### src/design/gbs_pkg.sv
// Shared constants, types and helper functions for the box suppression unit.
`default_nettype none

package gbs_pkg;

    localparam int MAX_BOXES = 64;
    localparam int IDX_W     = $clog2(MAX_BOXES);
    localparam int CNT_W     = $clog2(MAX_BOXES + 1);

    localparam int COORD_W = 16;
    localparam int SCORE_W = 16;
    localparam int THR_W   = 16;
    localparam int SPAN_W  = COORD_W + 1;
    localparam int AREA_W  = 2 * SPAN_W;
    localparam int SUM_W   = AREA_W + 1;
    localparam int PROD_W  = SUM_W + THR_W;

    localparam logic [THR_W-1:0]  THR_RESET = 16'd26214;
    localparam logic [SPAN_W-1:0] ONE_PIXEL = 17'd16;

    // One stored box record
    typedef struct packed {
        logic [SCORE_W-1:0] score;
        logic [COORD_W-1:0] x1;
        logic [COORD_W-1:0] y1;
        logic [COORD_W-1:0] x2;
        logic [COORD_W-1:0] y2;
        logic [AREA_W-1:0]  area;
    } entry_t;

    // Overlap verdict returned to the controller
    typedef struct packed {
        logic             valid;
        logic             hit;
        logic [IDX_W-1:0] idx;
    } hit_t;

    // Inclusive extent, clamped at zero when the edges are inverted
    function automatic logic [SPAN_W-1:0] span(input logic [COORD_W-1:0] lo,
                                               input logic [COORD_W-1:0] hi);
        logic [SPAN_W-1:0] top;
        logic [SPAN_W-1:0] base;
        top  = {1'b0, hi} + ONE_PIXEL;
        base = {1'b0, lo};
        span = (top > base) ? (top - base) : '0;
    endfunction

endpackage

`default_nettype wire

### src/design/gbs_overlap.sv
// Pipelined IoU test of one streamed box against the current leading box.
`default_nettype none

module gbs_overlap (
    input  wire logic                      clk,
    input  wire logic                      rst_n,
    input  wire logic                      in_valid,
    input  wire logic [gbs_pkg::IDX_W-1:0] in_idx,
    input  wire gbs_pkg::entry_t           box_i,
    input  wire gbs_pkg::entry_t           box_j,
    input  wire logic [gbs_pkg::THR_W-1:0] thr,
    output gbs_pkg::hit_t                  hit,
    output logic                           busy
);
    import gbs_pkg::*;

    logic              v1_reg, v2_reg, v3_reg;
    logic [IDX_W-1:0]  idx1_reg, idx2_reg, idx3_reg;
    logic [SPAN_W-1:0] w_reg, h_reg;
    logic [SUM_W-1:0]  sum1_reg, sum2_reg;
    logic [AREA_W-1:0] inter2_reg, inter3_reg;
    logic [PROD_W-1:0] prod_reg;

    logic [COORD_W-1:0] lx, ly, rx, ry;
    logic [SUM_W-1:0]   uni;

    // Intersection edges
    always_comb
    begin
        lx = (box_i.x1 > box_j.x1) ? box_i.x1 : box_j.x1;
        ly = (box_i.y1 > box_j.y1) ? box_i.y1 : box_j.y1;
        rx = (box_i.x2 < box_j.x2) ? box_i.x2 : box_j.x2;
        ry = (box_i.y2 < box_j.y2) ? box_i.y2 : box_j.y2;
        uni = sum2_reg - {1'b0, inter2_reg};
    end

    // Advance stage valids
    always_ff @(posedge clk or negedge rst_n)
    begin
        if (!rst_n)
        begin
            v1_reg <= 1'b0;
            v2_reg <= 1'b0;
            v3_reg <= 1'b0;
        end
        else
        begin
            v1_reg <= in_valid;
            v2_reg <= v1_reg;
            v3_reg <= v2_reg;
        end
    end

    // Spans, then intersection product, then threshold product
    always_ff @(posedge clk)
    begin
        idx1_reg   <= in_idx;
        w_reg      <= span(lx, rx);
        h_reg      <= span(ly, ry);
        sum1_reg   <= {1'b0, box_i.area} + {1'b0, box_j.area};
        idx2_reg   <= idx1_reg;
        inter2_reg <= AREA_W'(w_reg) * AREA_W'(h_reg);
        sum2_reg   <= sum1_reg;
        idx3_reg   <= idx2_reg;
        inter3_reg <= inter2_reg;
        prod_reg   <= PROD_W'(thr) * PROD_W'(uni);
    end

    // Compare inter * 2^16 against thr * union
    always_comb
    begin
        hit.valid = v3_reg;
        hit.idx   = idx3_reg;
        hit.hit   = (PROD_W'({inter3_reg, 16'd0}) >= prod_reg);
        busy      = v1_reg | v2_reg | v3_reg;
    end

endmodule

`default_nettype wire

### config.mk
export PLATFORM = sky130hd
export DESIGN_NAME = gbs_overlap
export DESIGN_NICKNAME = d
export VERILOG_FILES = /design/src/design/gbs_pkg.sv /design/src/design/gbs_overlap.sv
export SDC_FILE = /design/constraint.sdc
export NUM_CORES = 2
export LEC_CHECK = 0
export BUFFER_PORTS_ARGS = -buffer_cell sky130_fd_sc_hd__buf_4
export CAP_MARGIN = 10
export CELL_PAD_IN_SITES_DETAIL_PLACEMENT = 0
export CELL_PAD_IN_SITES_GLOBAL_PLACEMENT = 1
export CORE_ASPECT_RATIO = 1.1
export CORE_UTILIZATION = 45
export CTS_CLUSTER_DIAMETER = 50
export DETAILED_ROUTE_END_ITERATION = 12
export HOLD_SLACK_MARGIN = 0.03
export PLACE_DENSITY_LB_ADDON = 0.12
export SLEW_MARGIN = 0
export SYNTH_ARGS = -nofsm -noshare
export SYNTH_HDL_FRONTEND = slang
export SYNTH_SLANG_ARGS = --single-unit
### constraint.sdc
create_clock -name clk -period 10.2 [get_ports clk]
set_input_delay 0.51 -clock clk [delete_from_list [all_inputs] [get_ports clk]]
set_output_delay 0.51 -clock clk [all_outputs]
set_load 0.03 [all_outputs]
==> impl_metrics.tcl <==
set metrics [dict create \
    hp-class "primary input to flip-flop" \
    grt_pass1_vias 32300 \
    htree_levels 1 \
    finalHoldViolCount 0 \
    crit_path_start "sum2_reg[0]$_DFF_P_" \
    ys_seq_area_share_pct 12.1 \
    synthXorXnorAreaFrac_pct 3.96 \
    grt.met3_usage_pct 2.34 \
    synth_simple_gate_area_share_pct 16.2 \
    largest_register_ffs 51 \
    synth-edff-count 0 \
    worstPathMaxFanout 10 \
    mostFrequentLayoutCells "inv_1 (891), fa_1 (688), nand2_1 (629), ha_1 (429), and2_1 (288)" \
    fp.dieArea_mm2 0.0912 \
    finalNetCount 6105 \
    synth_top_family_by_area "adder cells" \
    yosys.area_share.adder_pct 47.2 \
    numCtsBuffers 29 \
    drt_iter0_drc 1169 \
    cp_data_arrival_time_ns 9.77 \
    critical_path_depth 34 \
    ys.flop_type "dfxtp_1" \
    synth_nets 5963 \
    wl_per_cell_um 17.4 \
    cts_tree "yes" \
    via_per_inst 5.11 \
    die_h_um 317 \
    max_stage_delay_ns 0.67 \
    ant_nets 0 \
    fmax_mhz 108 \
    post_cts_buffers 0 \
    clk_path_buf_depth 3 \
    synth_compound_area_share_pct 9.39 \
    root_buffer "clkbuf_16" \
    synth_area_mm2 0.0405 \
    port_buffers 229 \
    diodes 0 \
    cts_resized 0 \
    synth-seq-cells 244 \
    skew_ns 0.0360 \
    drc 0 \
    grt_pass1_wl_um 170000 \
    critical_path_class "flip-flop to flip-flop" \
    slew_violations 0 \
    dr.pass1.iters 7 \
    cts.sinks 244 \
    clk_pin_slew_ns 0.07 \
    final_common_cell "inv_1" \
    async_flop_share_pct 1.23 \
    yosys_warnings 0 \
    fin_crit_sh_pct 90.9 \
    synth.top_cell.area_share_pct 34.0 \
    worst_r2r_path_depth 34 \
    hpwl_um 85200 \
    ios 262 \
    cpMostUsedCell "fa_1" \
    antenna_found_initial 0 \
    synth_area_leaders "fa_1 (34%), ha_1 (13%), dfxtp_1 (12%)" \
    grt_overflow 0 \
    syn_inst 4593 \
    critPathBufInv 7 \
    routabilityCongestion 0.873 \
    relSlewSlack_pct 29.1 \
    area.growth.synth_to_final_pct 9.92 \
    die_w_um 288 \
    min_path_cells 2 \
    status "finished, final reports clean" \
    start_kind "flip-flop" \
    worst_pin_slew_ns 1.06 \
    initial_core_util_pct 45.3 \
    cap_violations 0 \
    crit_family "adder cells" \
    drive_gt1_share_pct 7.80 \
    clkLatencyLatePin_ns 0.59 \
    grt_max_degree 36 \
    worst_hold_startpoint "box_j[0]" \
    cts_hold_buf 8 \
    coreArea_mm2 0.0894 \
    synthMuxAreaShare_pct 1.20 \
    ys_types 83 \
    slowest_stage "xnor2_1" \
    worstReg2RegStart "sum2_reg[0]$_DFF_P_" \
    min_period_ns 9.27 \
    synth_top_area_cell "fa_1" \
    grt_usage_pct 23.4 \
    dr_total_vias 30300 \
    use_met1_pct 30.5 \
    tns_ns 0 \
    rsz0062_at_grt "false" \
    top_usage_layer "met2" \
    finalWirelength_um 103000 \
    placementRows 115 \
    final-setup-viol-count 0 \
    cp-end-kind "flip-flop" \
    reg2reg_slack_ns 0.93 \
    syn_area_per_cell_um2 8.82 \
    required_ns 10.70 \
    use_met2_pct 42.2 \
]
## layer usage
layer	vias to the layer above	wire [um]	part of all wire, %
met4	0	1690	1.6
li1	14600	-	-
met2	476	51800	50
met1	15100	45500	44
met5	-	0	0
met3	102	3900	3.8
## kinds of logic (layout without fill, tap and decap cells)
kind of cell / after synthesis / after routing
multiplexers: 48 / 48
AND/OR/NAND/NOR: 1357 / 1357
buffers and inverters: 1064 / 1228
XOR/XNOR: 183 / 183
flip-flops: 244 / 244
adder cells (fa/ha/maj): 1117 / 1117
AO/OA/AOI/OAI: 580 / 580
## worst register-to-register path: cells and delay by family, from the launching register on
family,cells,cell delay [ns]
adder cells (fa/ha/maj),9,3.85
AO/OA/AOI/OAI,13,3.01
XOR/XNOR,2,0.81
buffers and inverters,7,0.76
AND/OR/NAND/NOR,3,0.41
flip-flops,1,0.31
## area by class of cell
class | instances | area [um2]
timing repair buffer | 284 | 2150
tap | 1170 | 1460
clock inverter | 21 | 277
multi-input combinational | 3285 | 31600
inverter | 891 | 3340
fill | 8732 | 44800
clock buffer | 32 | 757
sequential | 244 | 4900
## path summary, 6_finish.rpt
check / to
max in group asynchronous: v3_reg$_DFF_PN0_
worst min register to register: idx2_reg[0]$_DFF_P_
worst min-delay path: sum1_reg[0]$_DFF_P_
worst max-delay path: prod_reg[49]$_DFF_P_
min in group asynchronous: v1_reg$_DFF_PN0_
worst max register to register: prod_reg[49]$_DFF_P_
## through the flow
step	std cells	setup WS [ns]	cell area (um2)	hold WS, ns	utilization, %
6_report	5927	0.926	44500	0.122	49.8
5_1_grt	5927	0.400	44500	0.110	49.8
4_1_cts	5927	0.906	44500	0.0853	49.8
3_5_place_dp	5866	0.992	43400	0.301	48.6
3_3_place_gp	5866	0.986	43400	0.299	48.6
2_1_floorplan	4593	2.05	40500	0.214	-
## synth_stat cells (all sizes together) (6+ instances only)
| master | count |
|---|---|
| o21ai | 122 |
| nor4 | 8 |
| and3b | 7 |
| nand4 | 39 |
| a2111oi | 9 |
| ha | 429 |
| o21bai | 13 |
| nand2 | 630 |
| nor2b | 65 |
| nand3b | 13 |
| fa | 688 |
| a211oi | 18 |
| buf | 14 |
| a21o | 105 |
| a21boi | 9 |
| nand3 | 47 |
| and3 | 21 |
| a31o | 6 |
| dfxtp | 241 |
| and4 | 10 |
| clkbuf | 159 |
| nor3 | 41 |
| nand2b | 40 |
| and2 | 288 |
| nor2 | 124 |
| xor2 | 59 |
| a31oi | 24 |
| a21oi | 185 |
| mux2i | 45 |
| or2 | 6 |
| o21a | 27 |
| o211ai | 11 |
| xnor2 | 124 |
| inv | 891 |
| or3 | 6 |
Power is not shown: default switching activity piles up to over one toggle a cycle in this logic, so the estimate is an artifact.
